===== config.mk =====
export PLATFORM = sky130hd
export DESIGN_NAME = video_interface_registers_flat
export DESIGN_NICKNAME = d
export VERILOG_FILES = /design/src/hdl/vir_pkg.sv /design/src/hdl/vir_if.sv /design/src/hdl/vir_in_stage.sv /design/src/hdl/vir_core.sv /design/src/hdl/vir_out_stage.sv /design/src/hdl/video_interface_registers.sv /design/src/flat_wrapper.sv
export SDC_FILE = /design/constraint.sdc
export NUM_CORES = 1
export LEC_CHECK = 0
export BUFFER_PORTS_ARGS = -buffer_cell sky130_fd_sc_hd__buf_2
export CAP_MARGIN = 10
export CORE_MARGIN = 4
export CORE_UTILIZATION = 55
export CTS_BUF_LIST = sky130_fd_sc_hd__clkbuf_16
export DETAILED_ROUTE_END_ITERATION = 8
export GPL_ROUTABILITY_DRIVEN = 0
export MAX_ROUTING_LAYER = met4
export PLACE_DENSITY = 0.72
export RECOVER_POWER = 100
export SETUP_SLACK_MARGIN = 0.4
export SLEW_MARGIN = 0
export SYNTH_ARGS = -nofsm -noshare
export SYNTH_HDL_FRONTEND = slang
export SYNTH_SLANG_ARGS = --single-unit

===== constraint.sdc =====
create_clock -name clk -period 3.9 [get_ports clk]
set_input_delay 0.585 -clock clk [delete_from_list [all_inputs] [get_ports clk]]
set_output_delay 0.585 -clock clk [all_outputs]
set_load 0.05 [all_outputs]

===== src/hdl/vir_pkg.sv =====
`timescale 1ns / 1ps
// ============================================================================
// Video interface register package
// Register numbers, operation codes, reset values, write masks and the
// request and result types shared by the register block.
// ============================================================================
package vir_pkg;

    localparam int NumRegs   = 16;
    localparam int RegWidth  = 32;
    localparam int LineWidth = 10;

    localparam logic [1:0] MODE_READ  = 2'd0;
    localparam logic [1:0] MODE_WRITE = 2'd1;
    localparam logic [1:0] MODE_TICK  = 2'd2;

    localparam logic [3:0] REG_CTRL     = 4'd0;
    localparam logic [3:0] REG_ORIGIN   = 4'd1;
    localparam logic [3:0] REG_WIDTH    = 4'd2;
    localparam logic [3:0] REG_VINTR    = 4'd3;
    localparam logic [3:0] REG_VCURRENT = 4'd4;
    localparam logic [3:0] REG_BURST    = 4'd5;
    localparam logic [3:0] REG_VSYNC    = 4'd6;
    localparam logic [3:0] REG_HSYNC    = 4'd7;
    localparam logic [3:0] REG_HLEAP    = 4'd8;
    localparam logic [3:0] REG_HVIDEO   = 4'd9;
    localparam logic [3:0] REG_VVIDEO   = 4'd10;
    localparam logic [3:0] REG_VBURST   = 4'd11;
    localparam logic [3:0] REG_XSCALE   = 4'd12;
    localparam logic [3:0] REG_YSCALE   = 4'd13;
    localparam logic [3:0] REG_TESTADDR = 4'd14;
    localparam logic [3:0] REG_STAGED   = 4'd15;

    localparam logic [9:0]  VSYNC_DEFAULT  = 10'h20D;
    localparam logic [9:0]  LINE_CMP_MASK  = 10'h3FE;
    localparam int          CtrlInterlace  = 6;

    typedef struct packed {
        logic [1:0]  mode;
        logic [3:0]  reg_index;
        logic [31:0] write_data;
    } req_t;

    typedef struct packed {
        logic [31:0] read_data;
        logic        intr_raise;
        logic        intr_clear;
        logic        frame_end;
    } rsp_t;

    function automatic logic [31:0] write_mask(input logic [3:0] idx);
        logic [31:0] m;
        case (idx)
            REG_CTRL:     m = 32'hFFFF_FFFF;
            REG_ORIGIN:   m = 32'h00FF_FFFF;
            REG_WIDTH:    m = 32'h0000_0FFF;
            REG_VINTR:    m = 32'h0000_03FF;
            REG_VCURRENT: m = 32'h0000_0000;
            REG_BURST:    m = 32'h3FFF_FFFF;
            REG_VSYNC:    m = 32'h0000_03FF;
            REG_HSYNC:    m = 32'h001F_0FFF;
            REG_HLEAP:    m = 32'h0FFF_0FFF;
            REG_HVIDEO:   m = 32'h03FF_03FF;
            REG_VVIDEO:   m = 32'h03FF_03FF;
            REG_VBURST:   m = 32'h03FF_03FF;
            REG_XSCALE:   m = 32'h0FFF_0FFF;
            REG_YSCALE:   m = 32'h0FFF_0FFF;
            REG_TESTADDR: m = 32'h0000_007F;
            default:      m = 32'hFFFF_FFFF;
        endcase
        return m;
    endfunction

    function automatic logic [31:0] reset_value(input logic [3:0] idx);
        logic [31:0] v;
        case (idx)
            REG_CTRL:  v = 32'h0000_0003;
            REG_WIDTH: v = 32'd320;
            REG_VINTR: v = 32'h0000_03FF;
            REG_BURST: v = 32'h0000_0001;
            REG_VSYNC: v = {22'd0, VSYNC_DEFAULT};
            REG_HSYNC: v = 32'h0015_07FF;
            default:   v = 32'h0000_0000;
        endcase
        return v;
    endfunction

endpackage


===== src/hdl/vir_if.sv =====
`timescale 1ns / 1ps
// ============================================================================
// Video interface register channels
// Request channel (bus access or half-line tick) and result channel, each
// with a valid/ready handshake.
// ============================================================================
interface vir_req_if;
    logic        valid;
    logic        ready;
    logic [1:0]  mode;
    logic [3:0]  reg_index;
    logic [31:0] write_data;

    modport source (output valid, output mode, output reg_index, output write_data,
                    input ready);
    modport sink (input valid, input mode, input reg_index, input write_data,
                  output ready);
endinterface

interface vir_rsp_if;
    logic        valid;
    logic        ready;
    logic [31:0] read_data;
    logic        intr_raise;
    logic        intr_clear;
    logic        frame_end;

    modport source (output valid, output read_data, output intr_raise,
                    output intr_clear, output frame_end, input ready);
    modport sink (input valid, input read_data, input intr_raise,
                  input intr_clear, input frame_end, output ready);
endinterface


===== src/hdl/vir_in_stage.sv =====
`timescale 1ns / 1ps
// ============================================================================
// Video interface register input stage
// Holds one accepted request until the core commits it.
// ============================================================================
module vir_in_stage
(
    input  logic          clk,
    input  logic          rst_n,
    vir_req_if.sink       req,
    input  logic          advance,
    output logic          hold_valid,
    output vir_pkg::req_t hold_req
);

    logic          hold_valid_reg;
    logic          hold_valid_next;
    vir_pkg::req_t hold_reg;
    logic          take;

    assign req.ready = !hold_valid_reg || advance;
    assign take      = req.valid && req.ready;

    always_comb
    begin
        hold_valid_next = hold_valid_reg;
        if (take)
        begin
            hold_valid_next = 1'b1;
        end
        else if (advance)
        begin
            hold_valid_next = 1'b0;
        end
    end

    always_ff @(posedge clk or negedge rst_n)
    begin
        if (!rst_n)
        begin
            hold_valid_reg <= 1'b0;
        end
        else
        begin
            hold_valid_reg <= hold_valid_next;
        end
    end

    always_ff @(posedge clk)
    begin
        if (take)
        begin
            hold_reg.mode       <= req.mode;
            hold_reg.reg_index  <= req.reg_index;
            hold_reg.write_data <= req.write_data;
        end
    end

    assign hold_valid = hold_valid_reg;
    assign hold_req   = hold_reg;

endmodule


===== src/hdl/vir_core.sv =====
`timescale 1ns / 1ps
// ============================================================================
// Video interface register core
// Register file, line counter and the per-request update and result logic.
// ============================================================================
module vir_core
(
    input  logic          clk,
    input  logic          rst_n,
    input  logic          commit,
    input  vir_pkg::req_t hold_req,
    output vir_pkg::rsp_t result
);

    logic [31:0] regs_reg [vir_pkg::NumRegs];
    logic [vir_pkg::LineWidth-1:0] vcur_reg;
    logic [vir_pkg::LineWidth-1:0] vcur_next;

    logic [vir_pkg::LineWidth:0]   vcur_sum;
    logic [vir_pkg::LineWidth-1:0] vsync;
    logic [vir_pkg::LineWidth-1:0] vintr;
    logic [vir_pkg::LineWidth-1:0] cmp_mask;
    logic [31:0] ctrl;
    logic        is_read;
    logic        is_write;
    logic        is_tick;
    logic        wrap;
    logic [31:0] wr_value;

    assign ctrl     = regs_reg[vir_pkg::REG_CTRL];
    assign vsync    = regs_reg[vir_pkg::REG_VSYNC][vir_pkg::LineWidth-1:0];
    assign vintr    = regs_reg[vir_pkg::REG_VINTR][vir_pkg::LineWidth-1:0];
    assign is_read  = hold_req.mode == vir_pkg::MODE_READ;
    assign is_write = hold_req.mode == vir_pkg::MODE_WRITE;
    assign is_tick  = hold_req.mode == vir_pkg::MODE_TICK;

    // A tick without a wrap leaves the counter below a ten-bit sync limit and a
    // wrap leaves it at zero or one, so ten bits hold the counter.
    assign vcur_sum = {1'b0, vcur_reg} + 11'd2;
    assign wrap     = vcur_sum >= {1'b0, vsync};
    assign cmp_mask = vir_pkg::LINE_CMP_MASK | {9'd0, ~vsync[0]};

    always_comb
    begin
        if (wrap)
        begin
            vcur_next = {9'd0, ~vcur_sum[0] & ctrl[vir_pkg::CtrlInterlace]};
        end
        else
        begin
            vcur_next = vcur_sum[vir_pkg::LineWidth-1:0];
        end
    end

    always_comb
    begin
        if (hold_req.reg_index == vir_pkg::REG_VSYNC)
        begin
            if (hold_req.write_data[9:0] != 10'd0)
            begin
                wr_value = {22'd0, hold_req.write_data[9:0]};
            end
            else
            begin
                wr_value = {22'd0, vir_pkg::VSYNC_DEFAULT};
            end
        end
        else
        begin
            wr_value = hold_req.write_data & vir_pkg::write_mask(hold_req.reg_index);
        end
    end

    always_comb
    begin
        result = '0;
        if (is_read)
        begin
            if (hold_req.reg_index == vir_pkg::REG_VCURRENT)
            begin
                result.read_data = {22'd0, vcur_reg};
            end
            else
            begin
                result.read_data = regs_reg[hold_req.reg_index];
            end
        end
        if (is_write && hold_req.reg_index == vir_pkg::REG_VCURRENT)
        begin
            result.intr_clear = 1'b1;
        end
        if (is_tick)
        begin
            result.frame_end  = wrap;
            result.intr_raise = (ctrl[1:0] != 2'd0)
                                && ((vcur_next & cmp_mask) == (vintr & cmp_mask));
        end
    end

    always_ff @(posedge clk or negedge rst_n)
    begin
        if (!rst_n)
        begin
            for (int i = 0; i < vir_pkg::NumRegs; i++)
            begin
                regs_reg[i] <= vir_pkg::reset_value(4'(i));
            end
            vcur_reg <= '0;
        end
        else if (commit)
        begin
            if (is_write && hold_req.reg_index != vir_pkg::REG_VCURRENT)
            begin
                regs_reg[hold_req.reg_index] <= wr_value;
            end
            if (is_tick)
            begin
                vcur_reg <= vcur_next;
            end
        end
    end

    a_wrap_restarts: assert property (@(posedge clk) disable iff (!rst_n)
        commit && result.frame_end |=> vcur_reg <= 10'd1)
        else $error("Line counter did not restart after a wrap.");

    a_vsync_nonzero: assert property (@(posedge clk) disable iff (!rst_n)
        commit |=> regs_reg[vir_pkg::REG_VSYNC] != 32'd0
                   && regs_reg[vir_pkg::REG_VSYNC][31:10] == 22'd0)
        else $error("Vertical sync limit is zero or out of range.");

    a_counter_held: assert property (@(posedge clk) disable iff (!rst_n)
        commit && !is_tick |=> $stable(vcur_reg))
        else $error("Line counter changed on a bus access.");

    a_below_limit: assert property (@(posedge clk) disable iff (!rst_n)
        commit && is_tick && !wrap |=> vcur_reg < vsync)
        else $error("Line counter passed the sync limit without a wrap.");

endmodule


===== src/hdl/vir_out_stage.sv =====
`timescale 1ns / 1ps
// ============================================================================
// Video interface register output stage
// Result register that drives the result channel.
// ============================================================================
module vir_out_stage
(
    input  logic          clk,
    input  logic          rst_n,
    input  logic          load,
    input  vir_pkg::rsp_t result,
    output logic          can_load,
    vir_rsp_if.source     rsp
);

    logic          out_valid_reg;
    logic          out_valid_next;
    vir_pkg::rsp_t out_reg;

    assign can_load = !out_valid_reg || rsp.ready;

    always_comb
    begin
        out_valid_next = out_valid_reg;
        if (load)
        begin
            out_valid_next = 1'b1;
        end
        else if (rsp.ready)
        begin
            out_valid_next = 1'b0;
        end
    end

    always_ff @(posedge clk or negedge rst_n)
    begin
        if (!rst_n)
        begin
            out_valid_reg <= 1'b0;
        end
        else
        begin
            out_valid_reg <= out_valid_next;
        end
    end

    always_ff @(posedge clk)
    begin
        if (load)
        begin
            out_reg <= result;
        end
    end

    assign rsp.valid      = out_valid_reg;
    assign rsp.read_data  = out_reg.read_data;
    assign rsp.intr_raise = out_reg.intr_raise;
    assign rsp.intr_clear = out_reg.intr_clear;
    assign rsp.frame_end  = out_reg.frame_end;

endmodule


===== src/hdl/video_interface_registers.sv =====
`timescale 1ns / 1ps
// ============================================================================
// Video interface registers
// Sixteen timing registers with bus read and write and a half-line tick.
// ============================================================================
// Each request is a register read, a masked register write or a half-line
// tick, and each produces exactly one result. The block takes one request
// per cycle while the result channel does not stall it; a request passes
// through the input register and then the result register, and the
// line counter update, masked write and interrupt compare all finish in the
// single logic step between them. Backpressure on the result channel stalls
// the input only once both registers are full.
module video_interface_registers
(
    input  logic      clk,
    input  logic      rst_n,
    vir_req_if.sink   req,
    vir_rsp_if.source rsp
);

    logic          hold_valid;
    vir_pkg::req_t hold_req;
    vir_pkg::rsp_t result;
    logic          can_load;
    logic          advance;

    assign advance = hold_valid && can_load;

    vir_in_stage u_in_stage
    (
        .clk        (clk),
        .rst_n      (rst_n),
        .req        (req),
        .advance    (advance),
        .hold_valid (hold_valid),
        .hold_req   (hold_req)
    );

    vir_core u_core
    (
        .clk      (clk),
        .rst_n    (rst_n),
        .commit   (advance),
        .hold_req (hold_req),
        .result   (result)
    );

    vir_out_stage u_out_stage
    (
        .clk      (clk),
        .rst_n    (rst_n),
        .load     (advance),
        .result   (result),
        .can_load (can_load),
        .rsp      (rsp)
    );

endmodule

===== src/flat_wrapper.sv =====
// flat-port wrapper written by rule: the top's interface ports become plain ports
module video_interface_registers_flat 
  (clk, rst_n, req_valid, req_mode, req_reg_index, req_write_data, req_ready, rsp_valid, rsp_read_data, rsp_intr_raise, rsp_intr_clear, rsp_frame_end, rsp_ready);
  vir_req_if req_i ();
  vir_rsp_if rsp_i ();
  input  logic clk;
  input  logic rst_n;
  input wire logic [$bits(req_i.valid)-1:0] req_valid;
  input wire logic [$bits(req_i.mode)-1:0] req_mode;
  input wire logic [$bits(req_i.reg_index)-1:0] req_reg_index;
  input wire logic [$bits(req_i.write_data)-1:0] req_write_data;
  output wire logic [$bits(req_i.ready)-1:0] req_ready;
  output wire logic [$bits(rsp_i.valid)-1:0] rsp_valid;
  output wire logic [$bits(rsp_i.read_data)-1:0] rsp_read_data;
  output wire logic [$bits(rsp_i.intr_raise)-1:0] rsp_intr_raise;
  output wire logic [$bits(rsp_i.intr_clear)-1:0] rsp_intr_clear;
  output wire logic [$bits(rsp_i.frame_end)-1:0] rsp_frame_end;
  input wire logic [$bits(rsp_i.ready)-1:0] rsp_ready;
  assign req_i.valid = req_valid;
  assign req_i.mode = req_mode;
  assign req_i.reg_index = req_reg_index;
  assign req_i.write_data = req_write_data;
  assign req_ready = req_i.ready;
  assign rsp_valid = rsp_i.valid;
  assign rsp_read_data = rsp_i.read_data;
  assign rsp_intr_raise = rsp_i.intr_raise;
  assign rsp_intr_clear = rsp_i.intr_clear;
  assign rsp_frame_end = rsp_i.frame_end;
  assign rsp_i.ready = rsp_ready;
  video_interface_registers u_core (.clk(clk), .rst_n(rst_n), .req(req_i), .rsp(rsp_i));
endmodule

==> metrics.txt, run 1 <==
outcome finished, violations left; failing checks capacitance limit, slew limit; largest net degree at the start of global routing between 100 and 150; number of port buffers 78; fraction of layout cells with a size suffix above 1 0.156; Seq pwr share 0.486; Synth Instances between 2k and 2.5k; Clock power frac 0.394; Max-Cap Viols 16; final WL a little over 60 mm; switching portion of total power 0.258; Slew @ Worst Pin roughly 2700 ps; Synth Area per Inst roughly 12 µm²; Tmin final 3500 ps; slowest CP cell nand2_1; Clock Path Buffers 3; main area contributors after synthesis dfrtp_1 (47%), mux4_2 (13%), edfxtp_1 (8.6%); crit-path cells nand2b_1 > nor2_1 > and3_1 > nand2_1 > clkbuf_2 > nand2_1 > o21ai_0; hold crit path type in2async; GR Util met1 0.379; first-pass GRT wire length between 90 and 100 mm; leading area contributor after synthesis dfrtp_1; clk sinks between 500 and 600; dpl hpwl roughly 39 mm; met3 track demand over resource 0.0414; internal power roughly 11 mW; Crit Path Max Fanout 34; TritonCTS clock tree done; first-pass iteration count of the detailed router 6; Post-CTS Hold Buffers 0; Synth Flop Type dfrtp_1; CTS H-tree depth 2; syn_nets 2,229; cell area after synthesis 25,600 µm²; DRT antenna net count 0; clk root buf clkbuf_16; relative slew slack -0.798; DR vias between 15k and 20k; final core utilization 0.618; die area approximately 50,000 µm²; family with the most delay on the worst path simple AND/OR/NAND/NOR gates; Post-synth EDFFs 73; Critical Path AT 3970 ps; Worst Reg-to-Reg Cells 7; NetSw between 3 and 4 mW; Worst setup startpoint u_core.u_in_stage.hold_req[37]$_DFFE_PP_; register area share after synthesis 0.599; critical path endpoint category register; footprint of the multi-input gates about 9400 µm²; Core ar. between 40,000 and 50,000 µm²; FF+latch area 15,300 µm²; routed vias/inst 6.03; worst reg2reg path startpoint u_core.u_in_stage.hold_req[37]$_DFFE_PP_; Fin Setup TNS 0 ps; synth unique cells 55; slowest stage delay, CP 910 ps; placed cell count around 2.7k; Comb pwr share 0.120; GR Util All Layers 0.260; Lkg Pwr about 12 nW; final setup violation count 0; Clk Latency, worst-skew pair between 600 and 700 ps; Setup CP Type reg2reg; clock-pin slew on the worst setup and hold paths 60 ps; CTS Buf Count 60; post-cts resize count 0; Final Cycle Share 0.897; fin nets approximately 2.2k; WP buf/inv 1; Critical Path Most Common Cell nand2_1; reg-to-reg slack, setup between 400 and 500 ps; clock skew 16.9 ps; Avg WL per Cell ~22 µm; Yosys top cell area share 0.471; unrepaired setup endpoints after global routing no; Post-synth ARST share 0.861; DP Area between 20,000 and 30,000 µm²; Post-CTS Setup Bufs 0; fmax around 0.29 GHz; Data required, critical path about 4400 ps; M2 GR Usage 0.391; Post-Layout Cell Count around 2.8k; instance count on the critical path 7; worst r2r dst u_core.u_core.regs_reg[268]$_DFFE_PN0P_; endpoints failing hold 0; Ant. Diodes 0; # DRC 0; num ports slightly below 80; GR peak layer met2; initial antenna violation count 1; Ys Warns 0; initial core utilization 0.559; Peak VDD IR roughly 0.36 mV; row count between 70 and 80; DR iter-0 viols between 1.5k and 2k; Worst setup SP type register; Power Density ~530 nW/µm²; max reg flops 470; Die Wd 224 µm; vias in the first global route roughly 17k; final slew viol count approximately 600; grt ovf 0; Filler Cells Inserted roughly 3.6k; Power, Total approximately 15 mW; FF+latch count, synth approximately 600; Worst setup endpoint u_core.u_core.regs_reg[268]$_DFFE_PN0P_; Layout area overhead 10.5%; final instance area approximately 28,000 µm²; Die Y between 200 and 250 µm
[metal layers]
| layer | routed length, µm | vias up |
|---|---|---|
| li1 | - | 7646 |
| met1 | 26800 | 8658 |
| met2 | 29000 | 623 |
| met3 | 4420 | 118 |
| met4 | 1540 | 0 |
| met5 | 0 | - |
[metrics by stage]
stage | hold slack (ps) | worst slack (ps)
after detailed placement | 363 | 743
after global routing | 107 | 234
after global placement | 360 | 806
after CTS | 103 | 711
after floorplan | 289 | 1050
final | 95.1 | 403
[power groups by stage]
stage | logic [mW] | clock network (mW) | registers [mW]
after floorplan | 1.19 | 0 | 7.29
final | 1.78 | 5.84 | 7.21
after global placement | 1.75 | 0 | 7.26
after global routing | 1.98 | 6.23 | 7.26
after CTS | 1.82 | 5.93 | 7.19
after detailed placement | 1.81 | 0 | 7.30
[area by class of cell]
| type | count | share of cell area |
|---|---|---|
| Sequential cell | 597 | 0.542 |
| Multi-Input combinational cell | 1364 | 0.332 |
| Clock buffer | 65 | 0.0576 |
| Tap cell | 600 | 0.0266 |
| Timing Repair Buffer | 134 | 0.0254 |
| Clock inverter | 47 | 0.0139 |
| Inverter | 18 | 0.00239 |
[placed cells by master, fill, tap and decap left out, drive strengths merged, types with 20 or more instances in the layout]
cell,instances
nand3,32
clkbuf,142
clkinv,27
dfstp,33
o21ai,477
mux4,150
and3,25
and2,23
dfrtp,481
edfxtp,73
buf,55
nor2,20
nand2,501
inv,31
[synth_stat cells, types with 2 or more instances]
cell type / instances
dfrtp_1: 481
xnor2_1: 7
xor2_1: 4
nand2b_1: 8
buf_4: 2
o31ai_1: 3
and3_1: 25
o211a_1: 11
nor2_1: 18
nand3b_1: 3
ha_1: 11
edfxtp_1: 73
dfstp_2: 33
a31oi_1: 3
mux2_2: 7
a21oi_1: 11
and2_1: 23
nand3_1: 32
nand4_1: 7
o21ai_0: 423
and2b_1: 2
inv_1: 18
nand4b_1: 3
dfxtp_1: 10
o21ai_1: 54
mux4_2: 150
nand2_1: 500
mux2i_1: 18
or4_1: 3
a21o_1: 4
buf_6: 7
a22oi_1: 11
clkbuf_1: 160
buf_2: 20
nor2b_1: 4
buf_1: 8
[cell families after synthesis]
logic type / synth area share
simple gates: 0.105
flops: 0.599
compound gates: 0.109
buf+inv: 0.0349
mux: 0.143
xor+xnor: 0.00441
fa+ha+maj: 0.00539
[how the worst min path moves through the flow]
| stage | startpoint | end | slack [ps] | depth (start not counted) |
|---|---|---|---|---|
| floorplan | rst_n | u_core.u_core.ctrl[10]$_DFFE_PN0P_ | 290 | 0 |
| finish | rst_n | u_core.u_out_stage.rsp.valid$_DFFE_PN0P_ | 100 | 1 |
| global route | req_write_data[17] | u_core.u_in_stage.hold_req[17]$_DFFE_PP_ | 110 | 1 |
| detailed placement | u_core.u_core.regs_reg[371]$_DFFE_PN0P_ | u_core.u_core.regs_reg[371]$_DFFE_PN0P_ | 360 | 0 |
| global placement | u_core.u_core.regs_reg[373]$_DFFE_PN0P_ | u_core.u_core.regs_reg[373]$_DFFE_PN0P_ | 360 | 0 |
| CTS | req_write_data[17] | u_core.u_in_stage.hold_req[17]$_DFFE_PP_ | 100 | 1 |
Power figures use the tool's default switching activity.
==> run 2, diff against run 1 <==
--- a/config.mk
+++ b/config.mk
@@ -12,7 +12,6 @@
 export CTS_BUF_LIST = sky130_fd_sc_hd__clkbuf_16
 export DETAILED_ROUTE_END_ITERATION = 8
 export GPL_ROUTABILITY_DRIVEN = 0
-export MAX_ROUTING_LAYER = met4
 export PLACE_DENSITY = 0.72
 export RECOVER_POWER = 100
 export SETUP_SLACK_MARGIN = 0.4
==> metrics.txt, run 2 (same netlist as run 1, synthesis figures left out) <==
outcome finished, violations left; failing checks capacitance limit, slew limit; worst r2r dst u_core.u_core.regs_reg[268]$_DFFE_PN0P_; first-pass iteration count of the detailed router 6; Core ar. approximately 46,000 µm²; max reg flops 470; final instance area 28,200 µm²; relative slew slack -0.818; Die Y 224 µm; final core utilization 0.618; Avg WL per Cell between 20 and 25 µm; initial core utilization 0.559; Worst Reg-to-Reg Cells 7; reg-to-reg slack, setup ~420 ps; DRT antenna net count 0; clock skew ~13 ps; final setup violation count 0; Clk Latency, worst-skew pair slightly above 600 ps; fin nets 2,228; critical path endpoint category register; Power Density around 530 nW/µm²; TritonCTS clock tree done; Hold WS 84.0 ps; Clock Path Buffers 3; clk sinks between 500 and 600; initial antenna violation count 1; final WL approximately 62 mm; final slew viol count about 570; dpl hpwl 38.8 mm; first-pass GRT wire length just under 100 mm; fmax ~0.29 GHz; Filler Cells Inserted ~3.6k; Crit Path Max Fanout 34; commonest non-fill, non-tap cell in the layout nand2_1; Tmin final approximately 3500 ps; Ant. Diodes 0; Lkg Pwr between 10 and 15 nW; setup ws final between 400 and 500 ps; num ports between 70 and 80; Final Cycle Share 0.894; GR Util All Layers 0.252; clock-pin slew on the worst setup and hold paths about 60 ps; unrepaired setup endpoints after global routing no; Worst setup endpoint u_core.u_core.regs_reg[268]$_DFFE_PN0P_; Worst setup startpoint u_core.u_in_stage.hold_req[37]$_DFFE_PP_; Worst setup SP type register; Power, Total around 15 mW; Critical Path AT roughly 4000 ps; post-cts resize count 0; row count 78; clk root buf clkbuf_16; CTS H-tree depth 2; # DRC 0; number of port buffers 78; Slew @ Worst Pin roughly 2700 ps; die area about 50,000 µm²; DP Area roughly 26,000 µm²; placed cell count ~2.7k; grt ovf 0; pre-CTS setup slack about 740 ps; Fin Setup TNS 0 ps; Die Wd roughly 220 µm; Data required, critical path 4370 ps; commonest non-fill, non-tap cells in the layout nand2_1 (500), dfrtp_1 (481), o21ai_0 (467), mux4_2 (150), edfxtp_1 (73); DR vias ~17k; Peak VDD IR approximately 0.36 mV; vias in the first global route approximately 17k; DR iter-0 viols approximately 1.8k; routed vias/inst between 6 and 7; Post-Layout Cell Count about 2.8k; Max-Cap Viols 16; largest net degree at the start of global routing ~130; endpoints failing hold 0; worst reg2reg path startpoint u_core.u_in_stage.hold_req[37]$_DFFE_PP_; Post-CTS Hold Buffers 0; Setup CP Type reg2reg; fraction of layout cells with a size suffix above 1 0.156; Post-CTS Setup Bufs 0; Layout area overhead 10.5%; CTS Buf Count 60; hold crit path type in2async
-- run 2: worst min-delay path by stage --
stage	startpoint	end	slack [ps]
floorplan	rst_n	u_core.u_core.ctrl[10]$_DFFE_PN0P_	290
global placement	u_core.u_core.regs_reg[373]$_DFFE_PN0P_	u_core.u_core.regs_reg[373]$_DFFE_PN0P_	360
detailed placement	u_core.u_core.regs_reg[371]$_DFFE_PN0P_	u_core.u_core.regs_reg[371]$_DFFE_PN0P_	360
CTS	req_write_data[17]	u_core.u_in_stage.hold_req[17]$_DFFE_PP_	100
global route	req_write_data[17]	u_core.u_in_stage.hold_req[17]$_DFFE_PP_	110
finish	rst_n	u_core.u_out_stage.rsp.valid$_DFFE_PN0P_	80
-- run 2: routing by layer --
layer | track usage | part of all wire | up-vias
met5 | 0 | 0 | -
met4 | 0.0736 | 0.026 | 0
met3 | 0.0455 | 0.072 | 116
met2 | 0.390 | 0.47 | 618
met1 | 0.374 | 0.43 | 8690
li1 | - | - | 7645
-- run 2: worst max-delay path, cell delays in order, from the launching register on --
cell and delay [ps]:
edfxtp_1 440, nand2b_1 190, nor2_1 640, and3_1 350, nand2_1 900, clkbuf_2 590
nand2_1 140, o21ai_0 80
-- run 2: power by group --
| part | switching (mW) | internal (mW) | leakage (nW) |
|---|---|---|---|
| Sequential | 0.325 | 6.89 | 7.74 |
| Combinational | 1.11 | 0.670 | 3.54 |
| Clock | 2.42 | 3.44 | 1.04 |
-- run 2: cell type report --
type | instances | area, µm² | area share
Clock inverter | 47 | 392 | 0.0139
Sequential cell | 597 | 15300 | 0.542
Clock buffer | 65 | 1630 | 0.0576
Timing Repair Buffer | 134 | 717 | 0.0254
Multi-Input combinational cell | 1364 | 9380 | 0.332
Inverter | 18 | 67.6 | 0.00239
Tap cell | 600 | 751 | 0.0266
